## src/sv/assert_macros.svh

```systemverilog
// Assertion macros shared by the rate controller RTL.
// Needs nothing else; files that assert include it by name.
`ifndef ASSERT_MACROS_SVH
`define ASSERT_MACROS_SVH

// Clocked property, switched off while reset is asserted
`define ASSERT_CLK(lbl, clk, rst_n, prop, msg) \
    lbl: assert property (@(posedge clk) disable iff (!rst_n) prop) else $error(msg);

// Condition that must never hold at a clock edge
`define ASSERT_NEVER(lbl, clk, rst_n, cond, msg) \
    `ASSERT_CLK(lbl, clk, rst_n, !(cond), msg)

`endif

```

## src/sv/prcs_pkg.sv

```systemverilog
// Package of the probe rate controller: widths, reset values, register indexes
// and the structs passed between the sequencer, divider and register file.
// Depends on nothing.
package prcs_pkg;

    // Field widths
    localparam int RATE_W     = 32;
    localparam int UTIL_W     = 32;
    localparam int DIFF_W     = 33;
    localparam int FRAC_W     = 16;
    localparam int CNT_W      = 8;
    localparam int STEP_W     = 33;
    localparam int F2_W       = 11;
    localparam int W_W        = 24;
    localparam int AMAG_W     = 43;

    // Shared multiplier
    localparam int MUL_A_W    = 33;
    localparam int MUL_B_W    = 24;
    localparam int MUL_P_W    = MUL_A_W + MUL_B_W;

    // Shared divider: numerator, divisor, quotient and step counts
    localparam int NUM_W      = 57;
    localparam int DEN_W      = 48;
    localparam int QUO_W      = 41;
    localparam int WIDE_Q     = 41;
    localparam int NARROW_Q   = 8;
    localparam int DIV_CNT_W  = 6;
    localparam int GMAG_W     = QUO_W;
    localparam int GAIN_SHIFT = 14;

    // Configuration port
    localparam int ADDR_W     = 5;
    localparam int APB_W      = 32;

    localparam logic [CNT_W-1:0]  CNT_MAX  = 8'd255;
    localparam logic [RATE_W-1:0] RATE_MAX = 32'hFFFF_FFFF;
    localparam logic [FRAC_W:0]   ONE_Q16  = 17'h1_0000;

    // Register reset values
    localparam logic [FRAC_W-1:0] PROBE_FRACTION_RST  = 16'd3277;
    localparam logic [FRAC_W-1:0] BASE_BOUND_RST      = 16'd3277;
    localparam logic [FRAC_W-1:0] BOUND_INCREMENT_RST = 16'd6554;
    localparam logic [RATE_W-1:0] MIN_RATE_RST        = 32'd25600;
    localparam logic [RATE_W-1:0] START_RATE_RST      = 32'd768000;

    typedef enum logic [2:0] {
        REG_PROBE_FRACTION  = 3'd0,
        REG_BASE_BOUND      = 3'd1,
        REG_BOUND_INCREMENT = 3'd2,
        REG_MIN_RATE        = 3'd3,
        REG_START_RATE      = 3'd4
    } reg_idx_t;

    typedef struct packed {
        logic [FRAC_W-1:0] probe_fraction;
        logic [FRAC_W-1:0] base_bound;
        logic [FRAC_W-1:0] bound_increment;
        logic [RATE_W-1:0] min_rate;
        logic [RATE_W-1:0] start_rate;
        logic              load_rate;
    } cfg_t;

    typedef struct packed {
        logic start;
        logic wide;
    } div_cmd_t;

    typedef struct packed {
        logic done;
        logic ovf;
    } div_stat_t;

endpackage

```

## src/sv/prcs_if.sv

```systemverilog
// Valid/ready channel interfaces for probe round items and rate results.
// Depends on prcs_pkg for the field widths.
interface prcs_in_if;
    import prcs_pkg::*;

    logic                     valid;
    logic                     ready;
    logic signed [UTIL_W-1:0] util_first;
    logic signed [UTIL_W-1:0] util_second;

    modport source (output valid, output util_first, output util_second, input ready);
    modport sink   (input valid, input util_first, input util_second, output ready);
endinterface

interface prcs_out_if;
    import prcs_pkg::*;

    logic                     valid;
    logic                     ready;
    logic        [RATE_W-1:0] new_rate;
    logic        [RATE_W-1:0] probe_low_rate;
    logic        [RATE_W-1:0] probe_high_rate;
    logic signed [STEP_W-1:0] rate_step;
    logic                     step_clamped;
    logic        [CNT_W-1:0]  streak_length;

    modport source (
        output valid, output new_rate, output probe_low_rate, output probe_high_rate,
        output rate_step, output step_clamped, output streak_length, input ready
    );
    modport sink (
        input valid, input new_rate, input probe_low_rate, input probe_high_rate,
        input rate_step, input step_clamped, input streak_length, output ready
    );
endinterface

```

## src/sv/prcs_mul.sv

```systemverilog
// Shared multiplier of the rate controller, one product per issue, registered.
// Depends on prcs_pkg for the operand widths.
module prcs_mul (
    input  logic                         clk,
    input  logic                         en,
    input  logic [prcs_pkg::MUL_A_W-1:0] a,
    input  logic [prcs_pkg::MUL_B_W-1:0] b,
    output logic [prcs_pkg::MUL_P_W-1:0] prod
);
    import prcs_pkg::*;

    logic [MUL_P_W-1:0] prod_reg;

    // Register the product on issue, hold it otherwise
    always_ff @(posedge clk)
    begin
        if (en)
        begin
            prod_reg <= MUL_P_W'(a) * MUL_P_W'(b);
        end
    end

    assign prod = prod_reg;

endmodule

```

## src/sv/prcs_div.sv

```systemverilog
// Shared shift-subtract divider, one quotient bit per cycle.
// Wide pass: 41 quotient bits; narrow pass: 8 bits; both set an overflow flag.
// Depends on prcs_pkg.
module prcs_div (
    input  logic                       clk,
    input  logic                       rst_n,
    input  prcs_pkg::div_cmd_t         cmd,
    input  logic [prcs_pkg::NUM_W-1:0] num,
    input  logic [prcs_pkg::DEN_W-1:0] den,
    output prcs_pkg::div_stat_t        stat,
    output logic [prcs_pkg::QUO_W-1:0] quo
);
    import prcs_pkg::*;

    localparam int HEAD_W = NUM_W - WIDE_Q;

    logic                 busy_reg;
    logic                 done_reg;
    logic                 ovf_reg;
    logic [DIV_CNT_W-1:0] cnt_reg;
    logic [DEN_W-1:0]     rem_reg;
    logic [DEN_W-1:0]     den_reg;
    logic [QUO_W-1:0]     sh_reg;
    logic [QUO_W-1:0]     quo_reg;

    logic [HEAD_W-1:0]    head;
    logic [DEN_W:0]       trial;
    logic [DEN_W:0]       diff;
    logic                 ge;

    // Top bits of the numerator seed the remainder in a wide pass
    assign head  = num[NUM_W-1:WIDE_Q];

    // One restoring step
    assign trial = {rem_reg, sh_reg[QUO_W-1]};
    assign ge    = trial >= {1'b0, den_reg};
    assign diff  = trial - {1'b0, den_reg};

    // Sequence the steps and flag completion
    always_ff @(posedge clk or negedge rst_n)
    begin
        if (!rst_n)
        begin
            busy_reg <= 1'b0;
            done_reg <= 1'b0;
            ovf_reg  <= 1'b0;
            cnt_reg  <= '0;
        end
        else
        begin
            done_reg <= 1'b0;
            if (cmd.start)
            begin
                busy_reg <= 1'b1;
                if (cmd.wide)
                begin
                    cnt_reg <= DIV_CNT_W'(WIDE_Q);
                    ovf_reg <= {{(DEN_W-HEAD_W){1'b0}}, head} >= den;
                end
                else
                begin
                    cnt_reg <= DIV_CNT_W'(NARROW_Q);
                    ovf_reg <= num[NUM_W-1:NARROW_Q]
                               >= {{(NUM_W-NARROW_Q-DEN_W){1'b0}}, den};
                end
            end
            else if (busy_reg)
            begin
                cnt_reg <= cnt_reg - 1'b1;
                if (cnt_reg == DIV_CNT_W'(1))
                begin
                    busy_reg <= 1'b0;
                    done_reg <= 1'b1;
                end
            end
        end
    end

    // Load operands, then shift in dividend bits and subtract
    always_ff @(posedge clk)
    begin
        if (cmd.start)
        begin
            den_reg <= den;
            quo_reg <= '0;
            if (cmd.wide)
            begin
                rem_reg <= {{(DEN_W-HEAD_W){1'b0}}, head};
                sh_reg  <= num[WIDE_Q-1:0];
            end
            else
            begin
                rem_reg <= num[NARROW_Q+DEN_W-1:NARROW_Q];
                sh_reg  <= {num[NARROW_Q-1:0], {(QUO_W-NARROW_Q){1'b0}}};
            end
        end
        else if (busy_reg)
        begin
            rem_reg <= ge ? diff[DEN_W-1:0] : trial[DEN_W-1:0];
            quo_reg <= {quo_reg[QUO_W-2:0], ge};
            sh_reg  <= {sh_reg[QUO_W-2:0], 1'b0};
        end
    end

    assign stat.done = done_reg;
    assign stat.ovf  = ovf_reg;
    assign quo       = quo_reg;

endmodule

```

## src/sv/prcs_cfg.sv

```systemverilog
// APB-style register file of the rate controller: five tuning registers.
// Depends on prcs_pkg for register indexes, reset values and cfg_t.
module prcs_cfg (
    input  logic                        clk,
    input  logic                        rst_n,
    input  logic                        psel,
    input  logic                        penable,
    input  logic                        pwrite,
    input  logic [prcs_pkg::ADDR_W-1:0] paddr,
    input  logic [prcs_pkg::APB_W-1:0]  pwdata,
    output logic [prcs_pkg::APB_W-1:0]  prdata,
    output logic                        pready,
    output prcs_pkg::cfg_t              cfg
);
    import prcs_pkg::*;

    logic [FRAC_W-1:0] probe_fraction_reg;
    logic [FRAC_W-1:0] base_bound_reg;
    logic [FRAC_W-1:0] bound_increment_reg;
    logic [RATE_W-1:0] min_rate_reg;
    logic [RATE_W-1:0] start_rate_reg;
    logic              wr;
    reg_idx_t          idx;

    assign pready = 1'b1;
    assign wr     = psel && penable && pwrite;
    assign idx    = reg_idx_t'(paddr[ADDR_W-1:2]);

    // Write registers on the access phase; drop writes beyond the list
    always_ff @(posedge clk or negedge rst_n)
    begin
        if (!rst_n)
        begin
            probe_fraction_reg  <= PROBE_FRACTION_RST;
            base_bound_reg      <= BASE_BOUND_RST;
            bound_increment_reg <= BOUND_INCREMENT_RST;
            min_rate_reg        <= MIN_RATE_RST;
            start_rate_reg      <= START_RATE_RST;
        end
        else if (wr)
        begin
            unique case (idx)
                REG_PROBE_FRACTION:  probe_fraction_reg  <= pwdata[FRAC_W-1:0];
                REG_BASE_BOUND:      base_bound_reg      <= pwdata[FRAC_W-1:0];
                REG_BOUND_INCREMENT: bound_increment_reg <= pwdata[FRAC_W-1:0];
                REG_MIN_RATE:        min_rate_reg        <= pwdata[RATE_W-1:0];
                REG_START_RATE:      start_rate_reg      <= pwdata[RATE_W-1:0];
                default:             ;
            endcase
        end
    end

    // Read back
    always_comb
    begin
        unique case (idx)
            REG_PROBE_FRACTION:  prdata = APB_W'(probe_fraction_reg);
            REG_BASE_BOUND:      prdata = APB_W'(base_bound_reg);
            REG_BOUND_INCREMENT: prdata = APB_W'(bound_increment_reg);
            REG_MIN_RATE:        prdata = APB_W'(min_rate_reg);
            REG_START_RATE:      prdata = APB_W'(start_rate_reg);
            default:             prdata = '0;
        endcase
    end

    // A start rate write also reloads the running rate
    assign cfg.probe_fraction  = probe_fraction_reg;
    assign cfg.base_bound      = base_bound_reg;
    assign cfg.bound_increment = bound_increment_reg;
    assign cfg.min_rate        = min_rate_reg;
    assign cfg.start_rate      = pwdata[RATE_W-1:0];
    assign cfg.load_rate       = wr && (idx == REG_START_RATE);

endmodule

```

## src/sv/probe_rate_controller_step_unit.sv

```systemverilog
// Probe round rate controller. Each item carries the utilities of the low and
// high probe intervals; the block amplifies their difference by the streak,
// turns it into a rate step by dividing by 2*eps*rate, clamps it to the
// dynamic bound, moves and floors the rate and returns the new rate, both
// probe rates, the step, the clamp flag and the streak. A small sequencer
// drives one shared multiplier and one shared shift-subtract divider; an item
// holds the block through eight multiplier issues, the 41 quotient bits of the
// step division and, unless the step is clamped or the bound count needs no
// quotient, the 8 bits of the bound count division. Input ready is high only
// while the sequencer is idle and no finished item waits for the output
// register; a result sitting in the output register does not hold the next
// item off, but a stalled receiver adds its stall to the item time once both
// are full. Writing the start rate register also loads the running rate. No
// clearing pass follows reset.
`include "assert_macros.svh"

module probe_rate_controller_step_unit (
    input  logic                        clk,
    input  logic                        rst_n,
    input  logic                        psel,
    input  logic                        penable,
    input  logic                        pwrite,
    input  logic [prcs_pkg::ADDR_W-1:0] paddr,
    input  logic [prcs_pkg::APB_W-1:0]  pwdata,
    output logic [prcs_pkg::APB_W-1:0]  prdata,
    output logic                        pready,
    prcs_in_if.sink                     in_ch,
    prcs_out_if.source                  out_ch
);
    import prcs_pkg::*;

    typedef enum logic [13:0] {
        ST_IDLE      = 14'b00_0000_0000_0001,
        ST_MUL_W     = 14'b00_0000_0000_0010,
        ST_MUL_AMAG  = 14'b00_0000_0000_0100,
        ST_MUL_DIV   = 14'b00_0000_0000_1000,
        ST_MUL_BND   = 14'b00_0000_0001_0000,
        ST_MUL_BASE  = 14'b00_0000_0010_0000,
        ST_MUL_DR    = 14'b00_0000_0100_0000,
        ST_DIV1      = 14'b00_0000_1000_0000,
        ST_DIV1_WAIT = 14'b00_0001_0000_0000,
        ST_BS        = 14'b00_0010_0000_0000,
        ST_DIV2_WAIT = 14'b00_0100_0000_0000,
        ST_UPDATE    = 14'b00_1000_0000_0000,
        ST_MUL_LO    = 14'b01_0000_0000_0000,
        ST_MUL_HI    = 14'b10_0000_0000_0000
    } state_t;

    // FINISH is folded into the idle check below through fin_reg
    state_t               state_reg;
    state_t               state_next;
    logic                 fin_reg;

    cfg_t                 cfg;

    // Controller state
    logic [RATE_W-1:0]    rate_reg;
    logic [CNT_W-1:0]     streak_reg;
    logic                 last_up_reg;
    logic [CNT_W-1:0]     bs_reg;

    // Per-item working registers
    logic                 neg_reg;
    logic [DIFF_W-1:0]    dmag_reg;
    logic [F2_W-1:0]      f2_reg;
    logic [W_W-1:0]       w_reg;
    logic [AMAG_W-1:0]    amag_reg;
    logic [DEN_W-1:0]     div_reg;
    logic [GMAG_W-1:0]    bound_reg;
    logic [DEN_W-1:0]     base_reg;
    logic [DEN_W-1:0]     dr_reg;
    logic [GMAG_W-1:0]    gmag_reg;
    logic                 clamped_reg;
    logic [STEP_W-1:0]    step_reg;
    logic [RATE_W-1:0]    lo_reg;

    // Output register
    logic                 out_valid_reg;
    logic [RATE_W-1:0]    out_rate_reg;
    logic [RATE_W-1:0]    out_lo_reg;
    logic [RATE_W-1:0]    out_hi_reg;
    logic [STEP_W-1:0]    out_step_reg;
    logic                 out_clamped_reg;
    logic [CNT_W-1:0]     out_streak_reg;

    // Shared units
    logic                 mul_en;
    logic [MUL_A_W-1:0]   mul_a;
    logic [MUL_B_W-1:0]   mul_b;
    logic [MUL_P_W-1:0]   prod;
    div_cmd_t             div_cmd;
    div_stat_t            div_stat;
    logic [NUM_W-1:0]     div_num;
    logic [DEN_W-1:0]     div_den;
    logic [QUO_W-1:0]     div_quo;

    // Combinational helpers
    logic                 in_acc;
    logic                 out_free;
    logic [DIFF_W-1:0]    diff;
    logic                 up;
    logic [CNT_W-1:0]     streak_new;
    logic [F2_W-1:0]      k_ext;
    logic [F2_W-1:0]      f2_new;
    logic [DIFF_W-1:0]    dmag_new;
    logic                 zero_amag;
    logic                 clamp_now;
    logic [GMAG_W-1:0]    gmag_now;
    logic [NUM_W-1:0]     lhs;
    logic [NUM_W-1:0]     base_ext;
    logic                 lhs_lt_base;
    logic [NUM_W-1:0]     rem_num;
    logic                 need_div2;
    logic [CNT_W-1:0]     bs_inc;
    logic [CNT_W-1:0]     bs_direct;
    logic [CNT_W-1:0]     q8;
    logic [RATE_W-1:0]    gsat;
    logic [RATE_W:0]      rate_add;
    logic [RATE_W-1:0]    nr_sat;
    logic [RATE_W-1:0]    nr;
    logic [RATE_W:0]      hi_full;
    logic [RATE_W-1:0]    hi_sat;
    logic [FRAC_W:0]      lo_factor;
    logic [FRAC_W:0]      hi_factor;

    prcs_cfg u_cfg (
        .clk     (clk),
        .rst_n   (rst_n),
        .psel    (psel),
        .penable (penable),
        .pwrite  (pwrite),
        .paddr   (paddr),
        .pwdata  (pwdata),
        .prdata  (prdata),
        .pready  (pready),
        .cfg     (cfg)
    );

    prcs_mul u_mul (
        .clk  (clk),
        .en   (mul_en),
        .a    (mul_a),
        .b    (mul_b),
        .prod (prod)
    );

    prcs_div u_div (
        .clk   (clk),
        .rst_n (rst_n),
        .cmd   (div_cmd),
        .num   (div_num),
        .den   (div_den),
        .stat  (div_stat),
        .quo   (div_quo)
    );

    // Handshakes
    assign in_ch.ready = (state_reg == ST_IDLE) && !fin_reg;
    assign in_acc      = in_ch.valid && in_ch.ready;
    assign out_free    = !out_valid_reg || out_ch.ready;

    // Direction, streak and amplifier factor of the incoming item
    assign diff       = {in_ch.util_second[UTIL_W-1], in_ch.util_second}
                      - {in_ch.util_first[UTIL_W-1], in_ch.util_first};
    assign up         = !diff[DIFF_W-1] && (diff != '0);
    assign streak_new = (up != last_up_reg) ? CNT_W'(1)
                      : (streak_reg == CNT_MAX) ? CNT_MAX : streak_reg + 1'b1;
    assign k_ext      = F2_W'(streak_new);
    assign f2_new     = (streak_new <= CNT_W'(3)) ? (k_ext << 1)
                      : (k_ext << 2) + k_ext - F2_W'(6);
    assign dmag_new   = diff[DIFF_W-1] ? ('0 - diff) : diff;

    // Step quotient against the bound
    assign zero_amag = (amag_reg == '0);
    assign clamp_now = !zero_amag && (div_stat.ovf || (div_quo > bound_reg));
    assign gmag_now  = zero_amag ? '0 : (clamp_now ? bound_reg : div_quo);

    // Bound count decision
    assign lhs         = {gmag_reg, {(NUM_W-GMAG_W){1'b0}}};
    assign base_ext    = {{(NUM_W-DEN_W){1'b0}}, base_reg};
    assign lhs_lt_base = lhs < base_ext;
    assign rem_num     = lhs - base_ext;
    assign need_div2   = !clamped_reg && (rate_reg != '0) && !lhs_lt_base
                      && (cfg.bound_increment != '0);
    assign bs_inc      = (bs_reg == CNT_MAX) ? CNT_MAX : bs_reg + 1'b1;
    assign bs_direct   = clamped_reg ? bs_inc
                      : ((rate_reg == '0) || lhs_lt_base) ? '0 : CNT_MAX;
    assign q8          = div_quo[CNT_W-1:0];

    // Rate move, saturation and floor
    assign gsat     = (gmag_reg > GMAG_W'(RATE_MAX)) ? RATE_MAX : gmag_reg[RATE_W-1:0];
    assign rate_add = {1'b0, rate_reg} + {1'b0, gsat};
    always_comb
    begin
        if (neg_reg)
        begin
            nr_sat = (gsat > rate_reg) ? '0 : rate_reg - gsat;
        end
        else
        begin
            nr_sat = rate_add[RATE_W] ? RATE_MAX : rate_add[RATE_W-1:0];
        end
        nr = (nr_sat < cfg.min_rate) ? cfg.min_rate : nr_sat;
    end

    // Probe rate factors and the saturated high probe rate
    assign lo_factor = ONE_Q16 - {1'b0, cfg.probe_fraction};
    assign hi_factor = ONE_Q16 + {1'b0, cfg.probe_fraction};
    assign hi_full   = prod[FRAC_W+RATE_W:FRAC_W];
    assign hi_sat    = hi_full[RATE_W] ? RATE_MAX : hi_full[RATE_W-1:0];

    // Multiplier operand selection
    always_comb
    begin
        mul_en = 1'b1;
        mul_a  = MUL_A_W'(rate_reg);
        mul_b  = '0;
        unique case (state_reg)
            ST_MUL_W:
            begin
                mul_a = MUL_A_W'(bs_reg);
                mul_b = MUL_B_W'(cfg.bound_increment);
            end
            ST_MUL_AMAG:
            begin
                mul_a = dmag_reg;
                mul_b = MUL_B_W'(f2_reg);
            end
            ST_MUL_DIV:  mul_b = MUL_B_W'(cfg.probe_fraction);
            ST_MUL_BND:  mul_b = w_reg;
            ST_MUL_BASE: mul_b = MUL_B_W'(cfg.base_bound);
            ST_MUL_DR:   mul_b = MUL_B_W'(cfg.bound_increment);
            ST_MUL_LO:   mul_b = MUL_B_W'(lo_factor);
            ST_MUL_HI:   mul_b = MUL_B_W'(hi_factor);
            default:     mul_en = 1'b0;
        endcase
    end

    // Divider commands
    always_comb
    begin
        div_cmd.start = 1'b0;
        div_cmd.wide  = 1'b0;
        div_num       = rem_num;
        div_den       = dr_reg;
        if (state_reg == ST_DIV1)
        begin
            div_cmd.start = 1'b1;
            div_cmd.wide  = 1'b1;
            div_num       = {amag_reg, {GAIN_SHIFT{1'b0}}};
            div_den       = div_reg;
        end
        else if (state_reg == ST_BS)
        begin
            div_cmd.start = need_div2;
        end
    end

    // Sequencer
    always_comb
    begin
        state_next = state_reg;
        unique case (state_reg)
            ST_IDLE:
            begin
                if (in_acc)
                begin
                    state_next = ST_MUL_W;
                end
            end
            ST_MUL_W:     state_next = ST_MUL_AMAG;
            ST_MUL_AMAG:  state_next = ST_MUL_DIV;
            ST_MUL_DIV:   state_next = ST_MUL_BND;
            ST_MUL_BND:   state_next = ST_MUL_BASE;
            ST_MUL_BASE:  state_next = ST_MUL_DR;
            ST_MUL_DR:    state_next = ST_DIV1;
            ST_DIV1:      state_next = ST_DIV1_WAIT;
            ST_DIV1_WAIT:
            begin
                if (div_stat.done)
                begin
                    state_next = ST_BS;
                end
            end
            ST_BS:        state_next = need_div2 ? ST_DIV2_WAIT : ST_UPDATE;
            ST_DIV2_WAIT:
            begin
                if (div_stat.done)
                begin
                    state_next = ST_UPDATE;
                end
            end
            ST_UPDATE:    state_next = ST_MUL_LO;
            ST_MUL_LO:    state_next = ST_MUL_HI;
            ST_MUL_HI:    state_next = ST_IDLE;
            default:      state_next = ST_IDLE;
        endcase
    end

    // Control state, controller state and output valid
    always_ff @(posedge clk or negedge rst_n)
    begin
        if (!rst_n)
        begin
            state_reg     <= ST_IDLE;
            fin_reg       <= 1'b0;
            rate_reg      <= START_RATE_RST;
            streak_reg    <= CNT_W'(1);
            last_up_reg   <= 1'b0;
            bs_reg        <= '0;
            out_valid_reg <= 1'b0;
        end
        else
        begin
            state_reg <= state_next;

            // Hold the finished item until the output register frees
            if (state_reg == ST_MUL_HI)
            begin
                fin_reg <= 1'b1;
            end
            else if (fin_reg && out_free)
            begin
                fin_reg <= 1'b0;
            end

            if (fin_reg && out_free)
            begin
                out_valid_reg <= 1'b1;
            end
            else if (out_ch.ready)
            begin
                out_valid_reg <= 1'b0;
            end

            if (cfg.load_rate)
            begin
                rate_reg <= cfg.start_rate;
            end
            else if (state_reg == ST_UPDATE)
            begin
                rate_reg <= nr;
            end

            if (in_acc)
            begin
                streak_reg  <= streak_new;
                last_up_reg <= up;
                if (up != last_up_reg)
                begin
                    bs_reg <= '0;
                end
            end
            else if ((state_reg == ST_BS) && !need_div2)
            begin
                bs_reg <= bs_direct;
            end
            else if ((state_reg == ST_DIV2_WAIT) && div_stat.done)
            begin
                bs_reg <= (q8 == CNT_MAX) ? CNT_MAX : q8 + 1'b1;
            end
        end
    end

    // Capture products and quotients as they arrive
    always_ff @(posedge clk)
    begin
        if (in_acc)
        begin
            neg_reg  <= diff[DIFF_W-1];
            dmag_reg <= dmag_new;
            f2_reg   <= f2_new;
        end
        unique case (state_reg)
            ST_MUL_AMAG: w_reg     <= W_W'(cfg.base_bound) + prod[W_W-1:0];
            ST_MUL_DIV:  amag_reg  <= prod[AMAG_W-1:0];
            ST_MUL_BND:  div_reg   <= prod[DEN_W-1:0];
            ST_MUL_BASE: bound_reg <= prod[FRAC_W+GMAG_W-1:FRAC_W];
            ST_MUL_DR:   base_reg  <= prod[DEN_W-1:0];
            ST_DIV1:     dr_reg    <= prod[DEN_W-1:0];
            ST_DIV1_WAIT:
            begin
                if (div_stat.done)
                begin
                    gmag_reg    <= gmag_now;
                    clamped_reg <= clamp_now;
                end
            end
            ST_UPDATE:   step_reg  <= neg_reg ? ('0 - {1'b0, gsat}) : {1'b0, gsat};
            ST_MUL_HI:   lo_reg    <= prod[FRAC_W+RATE_W-1:FRAC_W];
            default:     ;
        endcase
        if (fin_reg && out_free)
        begin
            out_rate_reg    <= rate_reg;
            out_lo_reg      <= lo_reg;
            out_hi_reg      <= hi_sat;
            out_step_reg    <= step_reg;
            out_clamped_reg <= clamped_reg;
            out_streak_reg  <= streak_reg;
        end
    end

    assign out_ch.valid           = out_valid_reg;
    assign out_ch.new_rate        = out_rate_reg;
    assign out_ch.probe_low_rate  = out_lo_reg;
    assign out_ch.probe_high_rate = out_hi_reg;
    assign out_ch.rate_step       = out_step_reg;
    assign out_ch.step_clamped    = out_clamped_reg;
    assign out_ch.streak_length   = out_streak_reg;

    // Checks
    `ASSERT_CLK(a_busy_after_accept, clk, rst_n,
                (in_ch.valid && in_ch.ready) |=> !in_ch.ready,
                "input ready high right after an accepted item")
    `ASSERT_NEVER(a_div_done_in_wait, clk, rst_n,
                  div_stat.done && (state_reg != ST_DIV1_WAIT)
                  && (state_reg != ST_DIV2_WAIT),
                  "divider finished outside a wait state")
    `ASSERT_CLK(a_probe_order, clk, rst_n,
                out_ch.valid |-> ((out_ch.probe_low_rate <= out_ch.new_rate)
                && (out_ch.new_rate <= out_ch.probe_high_rate)),
                "probe rates do not bracket the new rate")

endmodule

```

## src/flat_wrapper.sv

```systemverilog
// flat-port wrapper written by rule: the top's interface ports become plain ports
module probe_rate_controller_step_unit_flat import prcs_pkg::*;
  (clk, rst_n, psel, penable, pwrite, paddr, pwdata, prdata, pready, in_ch_valid, in_ch_util_first, in_ch_util_second, in_ch_ready, out_ch_valid, out_ch_new_rate, out_ch_probe_low_rate, out_ch_probe_high_rate, out_ch_rate_step, out_ch_step_clamped, out_ch_streak_length, out_ch_ready);
  prcs_in_if in_ch_i ();
  prcs_out_if out_ch_i ();
  input  logic clk;
  input  logic rst_n;
  input  logic psel;
  input  logic penable;
  input  logic pwrite;
  input  logic [prcs_pkg::ADDR_W-1:0] paddr;
  input  logic [prcs_pkg::APB_W-1:0] pwdata;
  output logic [prcs_pkg::APB_W-1:0] prdata;
  output logic pready;
  input wire logic [$bits(in_ch_i.valid)-1:0] in_ch_valid;
  input wire logic [$bits(in_ch_i.util_first)-1:0] in_ch_util_first;
  input wire logic [$bits(in_ch_i.util_second)-1:0] in_ch_util_second;
  output wire logic [$bits(in_ch_i.ready)-1:0] in_ch_ready;
  output wire logic [$bits(out_ch_i.valid)-1:0] out_ch_valid;
  output wire logic [$bits(out_ch_i.new_rate)-1:0] out_ch_new_rate;
  output wire logic [$bits(out_ch_i.probe_low_rate)-1:0] out_ch_probe_low_rate;
  output wire logic [$bits(out_ch_i.probe_high_rate)-1:0] out_ch_probe_high_rate;
  output wire logic [$bits(out_ch_i.rate_step)-1:0] out_ch_rate_step;
  output wire logic [$bits(out_ch_i.step_clamped)-1:0] out_ch_step_clamped;
  output wire logic [$bits(out_ch_i.streak_length)-1:0] out_ch_streak_length;
  input wire logic [$bits(out_ch_i.ready)-1:0] out_ch_ready;
  assign in_ch_i.valid = in_ch_valid;
  assign in_ch_i.util_first = in_ch_util_first;
  assign in_ch_i.util_second = in_ch_util_second;
  assign in_ch_ready = in_ch_i.ready;
  assign out_ch_valid = out_ch_i.valid;
  assign out_ch_new_rate = out_ch_i.new_rate;
  assign out_ch_probe_low_rate = out_ch_i.probe_low_rate;
  assign out_ch_probe_high_rate = out_ch_i.probe_high_rate;
  assign out_ch_rate_step = out_ch_i.rate_step;
  assign out_ch_step_clamped = out_ch_i.step_clamped;
  assign out_ch_streak_length = out_ch_i.streak_length;
  assign out_ch_i.ready = out_ch_ready;
  probe_rate_controller_step_unit u_core (.clk(clk), .rst_n(rst_n), .psel(psel), .penable(penable), .pwrite(pwrite), .paddr(paddr), .pwdata(pwdata), .prdata(prdata), .pready(pready), .in_ch(in_ch_i), .out_ch(out_ch_i));
endmodule
```

## config.mk

```make
export PLATFORM = sky130hd
export DESIGN_NAME = probe_rate_controller_step_unit_flat
export DESIGN_NICKNAME = d
export VERILOG_FILES = /design/src/sv/prcs_pkg.sv /design/src/sv/prcs_if.sv /design/src/sv/prcs_mul.sv /design/src/sv/prcs_div.sv /design/src/sv/prcs_cfg.sv /design/src/sv/probe_rate_controller_step_unit.sv /design/src/flat_wrapper.sv
export VERILOG_INCLUDE_DIRS = /design/src /design/src/sv
export SDC_FILE = /design/constraint.sdc
export NUM_CORES = 2
export LEC_CHECK = 0
export BUFFER_PORTS_ARGS = -buffer_cell sky130_fd_sc_hd__buf_2
export CAP_MARGIN = 25
export CORE_ASPECT_RATIO = 1.2
export CORE_UTILIZATION = 58
export DETAILED_ROUTE_END_ITERATION = 12
export PLACE_DENSITY_LB_ADDON = 0.1
export SLEW_MARGIN = 25
export SYNTH_ARGS = -nofsm -noshare
export SYNTH_HDL_FRONTEND = slang
export SYNTH_SLANG_ARGS = --single-unit
```

## constraint.sdc

```tcl
create_clock -name clk -period 12.7 [get_ports clk]
set_clock_uncertainty 0.1 [all_clocks]
set_input_delay 1.27 -clock clk [delete_from_list [all_inputs] [get_ports clk]]
set_output_delay 1.27 -clock clk [all_outputs]
set_load 0.05 [all_outputs]
```

Word-level counts from Yosys, hierarchy flattened
Cells that the tools add are included.
{"block": "totals", "register_bits": 963, "inputBits": 108, "out_inout_bits": 173, "elab_cells": 196}
{"block": "op_classes", "n_addsub": 16, "mul": 1, "order_cmp": 9, "eq_ne": 27, "muxes": 56, "n_reduce_logical": 44}
{"op": "32-bit two-way mux", "n": 9}
{"op": "48-bit two-way mux", "n": 5}
{"op": "14-bit one-hot mux with 13 select lines", "n": 1}
{"op": "24-bit one-hot mux with 7 select lines", "n": 1}
{"op": "41-bit two-way mux", "n": 4}
{"op": "32-bit one-hot mux with 5 select lines", "n": 1}
{"op": "49-bit by 48-bit greater-or-equal comparator with 1-bit output", "n": 2}
{"op": "8-bit two-way mux", "n": 10}
{"op": "33-bit one-hot mux with 2 select lines", "n": 1}
{"op": "57-bit by 48-bit less-than comparator with 1-bit output", "n": 1}
{"op": "33-bit by 24-bit multiplier with 57-bit output", "n": 1}
{"op": "57-bit two-way mux", "n": 1}
{"op": "57-bit by 48-bit subtractor with 57-bit output", "n": 1}
{"op": "16-bit by 48-bit greater-or-equal comparator with 1-bit output", "n": 1}
{"op": "48-bit subtractor", "n": 1}
{"op": "43-bit logical NOT", "n": 1}
{"op": "14-bit two-way mux", "n": 3}
{"op": "41-bit by 32-bit > comparator with 1-bit output (second input constant)", "n": 1}
{"op": "41-bit > comparator", "n": 1}
{"op": "32-bit by 32-bit adder with 33-bit output", "n": 1}
{"op": "33-bit nonzero test", "n": 1}
{"op": "1-bit by 32-bit subtractor with 33-bit output (first input constant)", "n": 1}
{"op": "1-bit by 33-bit subtractor with 33-bit output (first input constant)", "n": 1}
{"op": "32-bit by 32-bit subtractor with 33-bit output", "n": 1}
{"op": "50 further kinds", "n": 102}

Longest topological paths before layout
{"block": "depth", "word_depth": 9, "mapped_depth": 41, "mapped_depth_nobuf": 36}

Cells and area by module
A second synthesis with hierarchy kept.
{"block": "unflattened", "cells_unflattened": 8114, "hier_area_um2": 80724.9}
{"mod": "probe_rate_controller_step_unit", "instances": 1, "cells_per_inst": 3551, "area_each_um2": 35974.5, "seq_area_each_um2": 17913.4}
{"mod": "prcs_mul", "instances": 1, "cells_per_inst": 2988, "area_each_um2": 27371.3, "seq_area_each_um2": 1711.6}
{"mod": "prcs_div", "instances": 1, "cells_per_inst": 1198, "area_each_um2": 12035.3, "seq_area_each_um2": 5159.9}
{"mod": "prcs_cfg", "instances": 1, "cells_per_inst": 377, "area_each_um2": 5343.9, "seq_area_each_um2": 2841.5}

Worst setup path after synthesis
OpenSTA, ideal clock, no wires.
{"block": "synth_timing", "path_kind": "register to register", "start": "reg u_core.state_reg[12]", "end": "reg u_core.u_mul.prod_reg[55] (netlist: u_core.u_mul.prod[55]), data pin", "setup_time_ps": 258, "arrival_time_ps": 12681, "t_required_ps": 12342, "path_slack_ps": -339, "stages_incl_launch_ff": 39, "path_buffers": 5, "period_less_slack_ps": 13039, "path_cell_list": "dfrtp_1 -> clkbuf_1 -> nor4_1 -> nand2_1 -> nor3_1 -> nand2_1 -> nor3b_1 -> or2_2 -> buf_2 -> buf_1 -> a22oi_1 -> nand3_1 -> clkbuf_1 -> nand2_1 -> fa_1 -> inv_1 -> fa_1 -> inv_1 -> (+3 left out) -> fa_1 -> fa_1 -> inv_1 -> fa_1 -> inv_1 -> ha_1 -> clkbuf_1 -> nand3_1 -> nor3_1 -> nand4_1 -> a21o_1 -> o211a_1 -> o21ai_0 -> a31oi_1 -> o21ai_0 -> a311o_1 -> a21oi_1 -> xnor2_1"}
{"block": "synth_between", "elab_chain_cells": 4, "word_cells_on_any_way": 12, "classes_between": "1 x mul; 8 x eq/ne; 2 x mux; 1 x reduce/logical"}
{"element": "from (decl)", "line_no": "probe_rate_controller_step_unit.sv:50", "source": "state_t state_reg;"}
{"element": "from (signal assigned)", "line_no": "probe_rate_controller_step_unit.sv:315", "source": "state_reg <= state_next;"}
{"element": "14-bit by 2-bit == test with 1-bit output / 14-bit by 7-bit == test with 1-bit output (equally long branches)", "line_no": "probe_rate_controller_step_unit.sv:218", "source": "unique case (state_reg)"}
{"element": "2-bit OR reduction (no source line)"}
{"element": "24-bit one-hot mux with 7 select lines", "line_no": "probe_rate_controller_step_unit.sv:218"}
{"element": "33-bit by 24-bit multiplier with 57-bit output (*)", "line_no": "prcs_mul.sv:19", "source": "prod_reg <= MUL_P_W'(a) * MUL_P_W'(b);"}
{"element": "to (signal assigned)", "line_no": "prcs_mul.sv:19"}
{"element": "to (decl)", "line_no": "prcs_mul.sv:12", "source": "logic [MUL_P_W-1:0] prod_reg;"}
Mark *: on every way between the ends. The rest lies on a longest branch, timed or not.
A chain may end at the register's enable or synchronous reset.

Worst setup path after layout
{"block": "layout_timing", "start": "reg u_core.state_reg[2]", "end": "reg u_core.u_mul.prod_reg[56] (netlist: u_core.u_mul.prod[56]), data pin"}
The elaborated chain is that of the path after synthesis.

==> flow_summary.toml <==
[place]
dp_hpwl_um = 201000
place_congestion = 1.01
post_dp_cell_area_sq_um = 82500
io_buffers = 277
pre_cts_ws_ns = 1.42

[detailed_routing]
route.detailed.drc = 0
drt_iter0_drc = 5805
via_count = 61624
viasPerCell = 6.09
dr.pass1.iters = 6
finalWirelength_um = 260000
wl_per_cell_um = 25.7
antenna_left = 0

[critical_path]
worstPathArrival_ns = 12.05
r2r_end = "u_core.u_mul.prod[56]$_DFFE_PP_"
cp_slowest_cell = "a221o_1"
slowest_delay_ns = 0.83
required_ns = 13.08
path_class = "reg -> reg"
r2r_slack_ns = 1.02
path_max_fanout = 16
worst-r2r-cell-count = 35
worst_path_most_repeated_cell = "fa_1"
crit_path_start = "u_core.state_reg[2]$_DFFE_PN0P_"
start_kind = "flip-flop"
r2r-start = "u_core.state_reg[2]$_DFFE_PN0P_"
cp-end-kind = "flip-flop"

[synth]
synthMostInstantiatedCell = "inv_1"
syn_area_sq_um = 78700
synth_edf_count = 736
ys.flop_type = "edfxtp_1"
synth.yosys.seq_area_share_pct = 35.1
ys_ff_latch = 963
synthCells = 8059
syn_area_per_cell_sq_um = 9.77
synth.area.top_cells = "edfxtp_1 28%, fa_1 17%, ha_1 8.5%"
synth_warnings = 0
synth-async-reset-ratio_pct = 19.3
synth_top_cell_by_area = "edfxtp_1"
synth_top_area_share_pct = 28.1
synth_commonest_cells = "1,211 x inv_1, 891 x nand2_1, 790 x nor2_1"
synthDistinctLibCells = 100

[clocking]
postCtsSetupBuffers = 0
clock_latency_ns = 0.75
path_clk_slew_ns = 0.07
htreeDepth = 3
numCtsBuffers = 94
cts.sinks = 963
cts_resized = 0
clockRootBuffer = "clkbuf_16"
ctsHoldBuffers = 0
cts_tree = "done"
cts_buffer_depth = 3

[floorplanning]
initial_utilization_pct = 58.6
die_area_sq_um = 137000
core_sq_um = 134000
rows = 147
die_y_um = 406
die_w_um = 338
io_pins = 281

[run_status]
status = "completed"

[grt]
grt_pass1_wl_um = 388000
grt_pass1_vias = 62030
grt_antenna_before_repair = 13
grt_start_max_net_pins = 101
grt_usage_pct = 38.2
overflow = 0

[sta]
rsz0062_at_grt = "false"
finalCritPeriodShare_pct = 91.9
hold_viol_final = 0
min_period_ns = 11.68
setup_ws_ns = 1.02
fin_hold_ws_ns = 0.318
slew_headroom_pct = 19.4
slew_viol_final = 0
final.setup.tns_ns = 0
clock.fmax_mhz = 85.7
setup_viol = 0
worst_slew_pin_slew_ns = 1.19

[power_and_ir_drop]
p_int_mw = 6.62
power_frac_seq_pct = 39.1
p_sw_share_pct = 38.6
p_leak_nw = 38.7
p_comb_share_pct = 33.4
powerDensity_nw_per_um2 = 126
clkPwrFrac_pct = 27.5
ir_drop_uv = 114
p_sw_mw = 4.17

[min_path]
min-delay-start = "u_core.lo_reg[23]$_DFFE_PN_"
hold_depth = 0
worst_hold_path.endpoint = "u_core.out_ch.probe_low_rate[23]$_DFFE_PP_"
worstHoldPathType = "reg -> reg"

[cells_and_area]
areaGrowthSynthToFinish_pct = 9.00
finish.utilization_pct = 63.9
design_area_sq_um = 85800
final_nets = 9579
drive_above_1_share_pct = 9.87
largest_reg_flops = 57

[run]
max_cap_violations = 0
==> power groups by stage <==
stage | Sequential [mW] | Combinational, mW | Clock, mW
3_5_place_dp | 4.25 | 3.51 | 0
2_1_floorplan | 3.97 | 2.32 | 0
6_report | 4.21 | 3.61 | 2.97
4_1_cts | 4.19 | 3.53 | 2.99
5_1_grt | 4.21 | 3.91 | 3.10
3_3_place_gp | 4.25 | 3.45 | 0
==> cells by family after synthesis <==
kind of cell / after synthesis / share of synthesized area, %
multiplexers: 216 / 2.85
AND/OR/NAND/NOR: 2366 / 13.3
other: 2 / 0.00954
flip-flops: 963 / 35.1
AO/OA/AOI/OAI: 1434 / 12.0
XOR/XNOR: 301 / 3.35
buffers and inverters: 1555 / 7.43
adder cells (fa/ha/maj): 1222 / 26.0
==> worst max-delay path, delay by kind of cell, from the launching register on <==
| kind | cells | cell delay, ns |
|---|---|---|
| AO/OA/AOI/OAI | 8 | 2.90 |
| XOR/XNOR | 1 | 0.12 |
| adder cells (fa/ha/maj) | 8 | 4.13 |
| buffers and inverters | 7 | 1.10 |
| flip-flops | 1 | 0.42 |
| AND/OR/NAND/NOR | 11 | 2.62 |
==> cell usage in the layout, fill, tap and decap left out, types with 208 or more instances in the layout <==
cell / n
nand2_1: 888
inv_1: 1209
buf_2: 276
o21ai_0: 324
a21oi_1: 328
nor2_1: 787
fa_1: 686
ha_1: 536
xnor2_1: 208
edfxtp_1: 736
==> how the worst max path moves through the flow <==
| stage | cells past startpoint | end | slack [ns] |
|---|---|---|---|
| floorplan | 39 | u_core.u_mul.prod[55]$_DFFE_PP_ | 0.92 |
| global placement | 35 | u_core.u_mul.prod[56]$_DFFE_PP_ | 1.55 |
| detailed placement | 35 | u_core.u_mul.prod[56]$_DFFE_PP_ | 1.42 |
| CTS | 35 | u_core.u_mul.prod[56]$_DFFE_PP_ | 1.36 |
| global route | 35 | u_core.u_mul.prod[56]$_DFFE_PP_ | 0.69 |
| finish | 35 | u_core.u_mul.prod[56]$_DFFE_PP_ | 1.02 |
==> per-stage QoR <==
step / power [mW] / instances
2_1_floorplan: 6.29 / 8072
3_3_place_gp: 7.69 / 9939
3_5_place_dp: 7.76 / 9939
4_1_cts: 10.7 / 10117
5_1_grt: 11.2 / 10120
6_report: 10.8 / 10126
==> final cells by class <==
cell class                 instances  area (sq um)
timing repair buffer             423          2540
antenna                            7          17.5
clock buffer                     132          2620
inverter                        1213          4560
fill                           11310         48500
sequential                       963         27600
clock inverter                    46           651
multi-input combinational       5554         45600
tap                             1788          2240
==> metal layers <==
layer | vias to the layer above | share of wire [%] | global-route usage, %
met5 | - | 0.0096 | 0
met1 | 30528 | 37 | 46.4
met2 | 2791 | 47 | 62.7
met4 | 4 | 7.8 | 26.1
li1 | 27477 | - | -
met3 | 824 | 8.1 | 6.49
Power figures use the tool's default switching activity.
